File: config.mk
export PLATFORM = sky130hd
export DESIGN_NAME = ipv4_dotted_quad_validator_unit
export DESIGN_NICKNAME = d
export VERILOG_FILES = /design/src/design/ipv4dq_pkg.sv /design/src/design/ipv4_dotted_quad_validator_unit.sv /design/src/design/ipv4dq_step.sv /design/src/design/ipv4dq_outbuf.sv
export SDC_FILE = /design/constraint.sdc
export NUM_CORES = 1
export LEC_CHECK = 0
export BUFFER_PORTS_ARGS = -buffer_cell sky130_fd_sc_hd__buf_2
export CAP_MARGIN = 15
export CORE_ASPECT_RATIO = 1.25
export CORE_MARGIN = 2
export CORE_UTILIZATION = 36
export CTS_BUF_LIST = sky130_fd_sc_hd__clkbuf_16
export DETAILED_ROUTE_END_ITERATION = 12
export PLACE_DENSITY = 0.62
export SLEW_MARGIN = 10
export SYNTH_ARGS = -nofsm -noshare
export SYNTH_HDL_FRONTEND = slang
export SYNTH_SLANG_ARGS = --single-unit
File: constraint.sdc
create_clock -name clk -period 3.5 [get_ports clk]
set_input_delay 0.525 -clock clk [delete_from_list [all_inputs] [get_ports clk]]
set_output_delay 0.525 -clock clk [all_outputs]
set_load 0.02 [all_outputs]
File: src/design/ipv4dq_pkg.sv
// ----------------------------------------------------------------------------
// ipv4dq_pkg
// Shared types, constants and field-update functions for the dotted-quad
// address validator.
// ----------------------------------------------------------------------------
`default_nettype none

package ipv4dq_pkg;

	localparam logic [7:0] DelimReset   = 8'd46;
	localparam logic [7:0] FieldMax     = 8'd255;
	localparam logic [2:0] FieldsNeeded = 3'd4;
	localparam logic [7:0] CharZero     = 8'd48;
	localparam logic [7:0] CharNine     = 8'd57;
	localparam logic [2:0] CountSat     = 3'd7;
	localparam logic [1:0] DigitSat     = 2'd2;

	// per-string scan state
	typedef struct packed {
		logic [2:0] field_count;
		logic [7:0] field_value;
		logic [1:0] digit_count;
		logic       first_digit_zero;
		logic       error_seen;
		logic [2:0] zero_fields;
		logic [2:0] full_fields;
	} dq_state_t;

	localparam dq_state_t StateClear = '{
		field_count:      3'd0,
		field_value:      8'd0,
		digit_count:      2'd0,
		first_digit_zero: 1'b0,
		error_seen:       1'b0,
		zero_fields:      3'd0,
		full_fields:      3'd0
	};

	// saturating count up to seven
	function automatic logic [2:0] sat_inc7(input logic [2:0] v);
		return (v < CountSat) ? v + 3'd1 : CountSat;
	endfunction

	// end of a field: check it, tally it, clear field state
	function automatic dq_state_t close_field(input dq_state_t s);
		dq_state_t r;
		r = s;
		if (s.digit_count == 2'd0) begin
			r.error_seen = 1'b1;
		end else begin
			if (s.field_value == 8'd0)
				r.zero_fields = sat_inc7(s.zero_fields);
			if (s.field_value == FieldMax)
				r.full_fields = sat_inc7(s.full_fields);
		end
		r.field_count      = sat_inc7(s.field_count);
		r.field_value      = 8'd0;
		r.digit_count      = 2'd0;
		r.first_digit_zero = 1'b0;
		return r;
	endfunction

	// one decimal digit into the running field value
	function automatic dq_state_t take_digit(input dq_state_t s, input logic [3:0] d);
		dq_state_t   r;
		logic [11:0] nxt;
		r = s;
		if (s.digit_count == 2'd0)
			r.first_digit_zero = (d == 4'd0);
		else if (s.first_digit_zero)
			r.error_seen = 1'b1;
		nxt = ({4'd0, s.field_value} << 3) + ({4'd0, s.field_value} << 1) + {8'd0, d};
		if (nxt > {4'd0, FieldMax}) begin
			r.field_value = FieldMax;
			r.error_seen  = 1'b1;
		end else begin
			r.field_value = nxt[7:0];
		end
		if (s.digit_count < DigitSat)
			r.digit_count = s.digit_count + 2'd1;
		return r;
	endfunction

endpackage

`default_nettype wire

File: src/design/ipv4_dotted_quad_validator_unit.sv
// A final character's verdict passes the stage-1 register and then the result register before it is shown.
// Throughput: one character per cycle while the input is not stalled, set by the single state-update pass.
// A character that does not end the string gives no result word.
// The input stalls only while a final character waits behind an unread verdict.
// Reset (arst_n, asynchronous) clears the scan state and sets the delimiter to '.'.
// ----------------------------------------------------------------------------
// ipv4_dotted_quad_validator_unit
// Validates a dotted-quad address string streamed one character per word,
// giving one verdict word per string.
// ----------------------------------------------------------------------------
`default_nettype none

module ipv4_dotted_quad_validator_unit
	import ipv4dq_pkg::*;
(
	input  wire logic       clk,
	input  wire logic       arst_n,
	input  wire logic       cfg_valid,
	output logic            cfg_ready,
	input  wire logic [7:0] delimiter,
	input  wire logic       in_valid,
	output logic            in_ready,
	input  wire logic [7:0] char_code,
	input  wire logic       last_char,
	output logic            out_valid,
	input  wire logic       out_ready,
	output logic            valid_res
);

	logic       delim_q;
	logic [7:0] delim_val_q;
	logic       v_s1;
	logic [7:0] char_s1;
	logic       last_s1;
	logic       adv;
	logic       room;
	logic       verdict;
	dq_state_t  st_q;
	dq_state_t  st_d;

	// delimiter register, always writable
	assign cfg_ready = 1'b1;
	assign delim_q   = cfg_valid && cfg_ready;

	always_ff @(posedge clk or negedge arst_n) begin
		if (!arst_n)
			delim_val_q <= DelimReset;
		else if (delim_q)
			delim_val_q <= delimiter;
	end

	// stage 1 advances unless a verdict has nowhere to go
	assign adv      = v_s1 && (!last_s1 || room);
	assign in_ready = !v_s1 || adv;

	always_ff @(posedge clk or negedge arst_n) begin
		if (!arst_n)
			v_s1 <= 1'b0;
		else if (in_ready)
			v_s1 <= in_valid;
	end

	always_ff @(posedge clk) begin
		if (in_valid && in_ready) begin
			char_s1 <= char_code;
			last_s1 <= last_char;
		end
	end

	// scan state update
	ipv4dq_step u_step (
		.st_cur    (st_q),
		.char_code (char_s1),
		.last_char (last_s1),
		.delimiter (delim_val_q),
		.st_next   (st_d),
		.verdict   (verdict)
	);

	always_ff @(posedge clk or negedge arst_n) begin
		if (!arst_n)
			st_q <= StateClear;
		else if (adv)
			st_q <= st_d;
	end

	// result register
	ipv4dq_outbuf u_outbuf (
		.clk       (clk),
		.arst_n    (arst_n),
		.load      (adv && last_s1),
		.load_res  (verdict),
		.room      (room),
		.out_valid (out_valid),
		.out_ready (out_ready),
		.valid_res (valid_res)
	);

	// state is cleared once a string has been judged
	a_clear_after_end: assert property (@(posedge clk) disable iff (!arst_n)
		(adv && last_s1) |=> (st_q == StateClear))
		else $error("scan state not cleared after final character");

	// digit count never passes its saturation point
	a_digit_sat: assert property (@(posedge clk) disable iff (!arst_n)
		st_q.digit_count != 2'd3)
		else $error("digit count out of range");

	// tallies of zero and full fields never exceed the closed field count
	a_tally_bound: assert property (@(posedge clk) disable iff (!arst_n)
		(st_q.zero_fields <= st_q.field_count) && (st_q.full_fields <= st_q.field_count))
		else $error("field tally exceeds field count");

	// an empty input stage always takes a word
	a_ready_empty: assert property (@(posedge clk) disable iff (!arst_n)
		!v_s1 |-> in_ready)
		else $error("input stalled with empty stage");

endmodule

`default_nettype wire

File: src/design/ipv4dq_step.sv
// ----------------------------------------------------------------------------
// ipv4dq_step
// Combinational update of the scan state for one character, and the verdict
// when the character ends the string.
// ----------------------------------------------------------------------------
`default_nettype none

module ipv4dq_step
	import ipv4dq_pkg::*;
(
	input  wire dq_state_t  st_cur,
	input  wire logic [7:0] char_code,
	input  wire logic       last_char,
	input  wire logic [7:0] delimiter,
	output dq_state_t       st_next,
	output logic            verdict
);

	dq_state_t  st_chr;
	dq_state_t  st_end;
	logic       is_digit;
	logic [3:0] digit;

	assign is_digit = char_code inside {[CharZero:CharNine]};
	assign digit    = 4'(char_code - CharZero);

	// delimiter test takes priority over the digit test
	always_comb begin
		st_chr = st_cur;
		if (char_code == delimiter)
			st_chr = close_field(st_cur);
		else if (is_digit)
			st_chr = take_digit(st_cur, digit);
		else
			st_chr.error_seen = 1'b1;
	end

	// final character closes the open field and judges the string
	always_comb begin
		st_end  = close_field(st_chr);
		verdict = !st_end.error_seen && (st_end.field_count == FieldsNeeded) &&
			(st_end.zero_fields != FieldsNeeded) && (st_end.full_fields != FieldsNeeded);
		st_next = last_char ? StateClear : st_chr;
	end

endmodule

`default_nettype wire

File: src/design/ipv4dq_outbuf.sv
// ----------------------------------------------------------------------------
// ipv4dq_outbuf
// Result register with valid/ready toward the consumer.
// ----------------------------------------------------------------------------
`default_nettype none

module ipv4dq_outbuf
	import ipv4dq_pkg::*;
(
	input  wire logic clk,
	input  wire logic arst_n,
	input  wire logic load,
	input  wire logic load_res,
	output logic      room,
	output logic      out_valid,
	input  wire logic out_ready,
	output logic      valid_res
);

	logic out_valid_q;
	logic res_q;

	// free when empty or being drained this cycle
	assign room = !out_valid_q || out_ready;

	// holding flag
	always_ff @(posedge clk or negedge arst_n) begin
		if (!arst_n)
			out_valid_q <= 1'b0;
		else if (room)
			out_valid_q <= load;
	end

	// result word
	always_ff @(posedge clk) begin
		if (load && room)
			res_q <= load_res;
	end

	assign out_valid = out_valid_q;
	assign valid_res = res_q;

endmodule

`default_nettype wire
==> summary.md <==
### Outcome
* result of the run: completed

### STA
* number of slew-limit violations in the final report: 0
* unrepaired setup endpoints after global routing: false
* Final Hold Violating Endpoints: 0
* Final period util: 0.948
* accumulated negative setup slack: 0 ps
* Final Setup Violations: 0
* Post-Route Skew: 2.85 ps
* max-slew headroom at the worst pin: 0.522
* maximum clock frequency: 301 MHz
* transition time at the pin with the least slew margin: 718 ps
* shortest clock period the worst path allows after layout: 3320 ps

### Layout
* Antenna diodes: 0
* proportion of layout cells with a drive suffix above 1: 0.192
* area delta synth->final: 14.6%
* area of all placed cells without fillers: 3220 sq um
* Nets: 369
* post-route core utilization: 0.418
* layout filler cell count: 742

### Yosys
* number of synthesized flops with an enable pin: 10
* post-synth cell types: 55
* cell taking the most area after synthesis: dfrtp_1
* summed instance area of the synthesized netlist: 2810 sq um
* average cell area after synthesis: 9.55 sq um
* share of Yosys cell area claimed by the top area cell type: 0.241
* Primary FF master, synth: dfrtp_1
* Synth area leaders: dfrtp_1 (24%), edfxtp_1 (11%), ha_1 (10%)
* synth warn: 0
* flop and latch count out of synthesis: 41
* post-synthesis net count: 341
* Seq/Total Area, Yosys: 0.385
* share of synthesized flip-flops with an asynchronous set or reset: 0.756
* Synth top cells by count: dfrtp_1 (27), nor2_1 (26), a21oi_1 (25), o21ai_0 (25), ha_1 (23)
* number of cells produced by synthesis: 294
* count leader, synth: dfrtp_1

### Flow run
* count of maximum capacitance violations: 0

### Clocking
* cts bufs inserted: 5
* TritonCTS sink count: 41
* clock latency of the later-clocked register in the worst-skew pair: 280 ps
* post-CTS clock slew at the launch and capture registers of the worst setup and hold paths: 60 ps
* CTS root buf: clkbuf_16
* CTS Hold Buffers Added: 0
* CTS tree: done
* number of levels in the clock H-tree: 2
* buffer levels on the longest clock path: 2

### Route
* first-pass iteration count of the detailed router: 4
* Via Count: 2303
* post-DR vias/cell: 5.51
* routed wire length: 6020 um
* wire per inst: 14.4 um
* remaining design rule violation count: 0
* Detail Route Antenna Nets: 0
* DR iter-0 viols: 113

### Floorplan
* starting density of the core: 0.365
* Core Area: 7700 sq um
* Die W: 83.0 um
* overall die area: 8530 sq um
* I/O pin count: 26
* Site Rows: 36
* die outline height: 103 um

### Placement
* placed cell area: 3030 sq um
* Port-buffer cells: 24
* weighted congestion reported at the end of routability-driven placement: 0.852
* detailed placer's ending HPWL: 4650 um

### Power and ir drop
* Int Pwr: 0.863 mW
* Worst VDD drop: 0.288 mV
* Design Power: 1.18 mW
* clock power share: 0.377
* power density relative to cell area: 367 nW/um^2
* sequential cell fraction of total power: 0.463
* Static Leak: 1.40 nW
* combinational group share of total power: 0.160
* switching portion of total power: 0.269
* P_sw: 0.317 mW

### GRT
* initial antenna violation count: 0
* maximum number of pins on one net before global-route repair: 32
* overflow left after global routing: 0
* global-route wire length before repair: 10400 um
* vias in the first global route: 2272
* GRT Total Usage: 0.148

### Setup path
* critical path start-end classification: reg2reg
* kind of capture point of the worst setup path: register
* critical path arrival: 3340 ps
* CP startpoint kind: register
* largest fanout on the critical path: 5
* data required time at the worst endpoint: 3520 ps

### Hold path
* worst min path class: in2async

[metrics by stage]
stage | hold WS, ps | instances | worst slack [ps]
3_3_place_gp | 514 | 408 | 219
5_1_grt | 362 | 418 | 10.4
3_5_place_dp | 523 | 408 | 136
6_report | 296 | 418 | 183
2_1_floorplan | 229 | 294 | 384
4_1_cts | 322 | 416 | 111
[worst paths after layout]
| check | startpoint | to | slack (ps) | cells after the start |
|---|---|---|---|---|
| worst max-delay path | char_s1[3] | u_outbuf.valid_res | 180 | 10 |
| worst min-delay path | arst_n | st_q[18] | 300 | 1 |
| worst max register to register | char_s1[3] | u_outbuf.valid_res | 180 | 10 |
| worst min register to register | delim_val_q[0] | delim_val_q[0] | 540 | 1 |
| max in group asynchronous | arst_n | st_q[10] | 2700 | 1 |
| min in group clk | char_code[2] | char_s1[2] | 420 | 1 |
[kinds of logic after synthesis]
| group | Yosys count | synth area share |
|---|---|---|
| buffers and inverters | 21 | 0.0303 |
| AND/OR/NAND/NOR | 91 | 0.167 |
| adder cells (fa/ha/maj) | 25 | 0.117 |
| multiplexers | 9 | 0.0357 |
| AO/OA/AOI/OAI | 94 | 0.227 |
| other | 1 | 0.00134 |
| XOR/XNOR | 12 | 0.0374 |
| flip-flops | 41 | 0.385 |
[repair_timing]
action | in CTS | in global routing
gates resized for setup | 0 | 6
buffers inserted | 0 | 2
setup endpoints to repair | 0 | 1
[power groups by stage]
stage          combinational (mW)  sequential (mW)  clock, mW
2_1_floorplan               0.131            0.551          0
3_3_place_gp                0.183            0.555          0
3_5_place_dp                0.184            0.556          0
4_1_cts                     0.185            0.547      0.452
5_1_grt                     0.214            0.550      0.477
6_report                    0.189            0.547      0.445
[registers in the layout, indices dropped and copies added (netlist names)]
signal and flops:
v_s1 1, last_s1 1, st_q 21, u_outbuf.valid_res 1, char_s1 8, delim_val_q 8, u_outbuf.out_valid 1
[cell usage in the layout, fill, tap and decap left out, drive strengths merged, types with 4 or more instances in the layout]
| cell type | instances |
|---|---|
| a21oi | 25 |
| nand3 | 7 |
| nor3 | 6 |
| o21ai | 26 |
| edfxtp | 10 |
| inv | 13 |
| nand4 | 11 |
| o22ai | 6 |
| clkbuf | 5 |
| or3 | 5 |
| buf | 29 |
| mux2 | 8 |
| nor2 | 26 |
| nand2 | 18 |
| a22o | 7 |
| xnor2 | 11 |
| dfstp | 4 |
| o211a | 4 |
| ha | 23 |
| dfrtp | 27 |
[layout make-up]
class / instances / area, sq um / share of cell area
flip-flops and latches: 41 / 1080 / 0.336
repair buffers: 29 / 161 / 0.0502
inverters: 13 / 48.8 / 0.0152
clock buffers: 5 / 125 / 0.0389
well taps: 95 / 119 / 0.0370
multi-input cells: 232 / 1660 / 0.517
clock inverters: 3 / 17.5 / 0.00545
[routing by layer]
metal	GRT usage	vias to the layer above	wire (um)
li1	-	1154	-
met1	0.185	1104	2690
met2	0.270	39	3080
met3	0.0224	6	177
met4	0.0391	0	68
met5	0	-	0
[worst max-delay path: stages, from the launching register on]
cell,delay [ps]
edfxtp_1,450
fa_1,540
ha_1,350
a211oi_2,260
o21bai_1,130
o21ai_0,280
o2111ai_4,230
a211oi_2,260
a21oi_1,110
a2111oi_1,370
nor4_1,80
(Power assumes the default switching activity.)
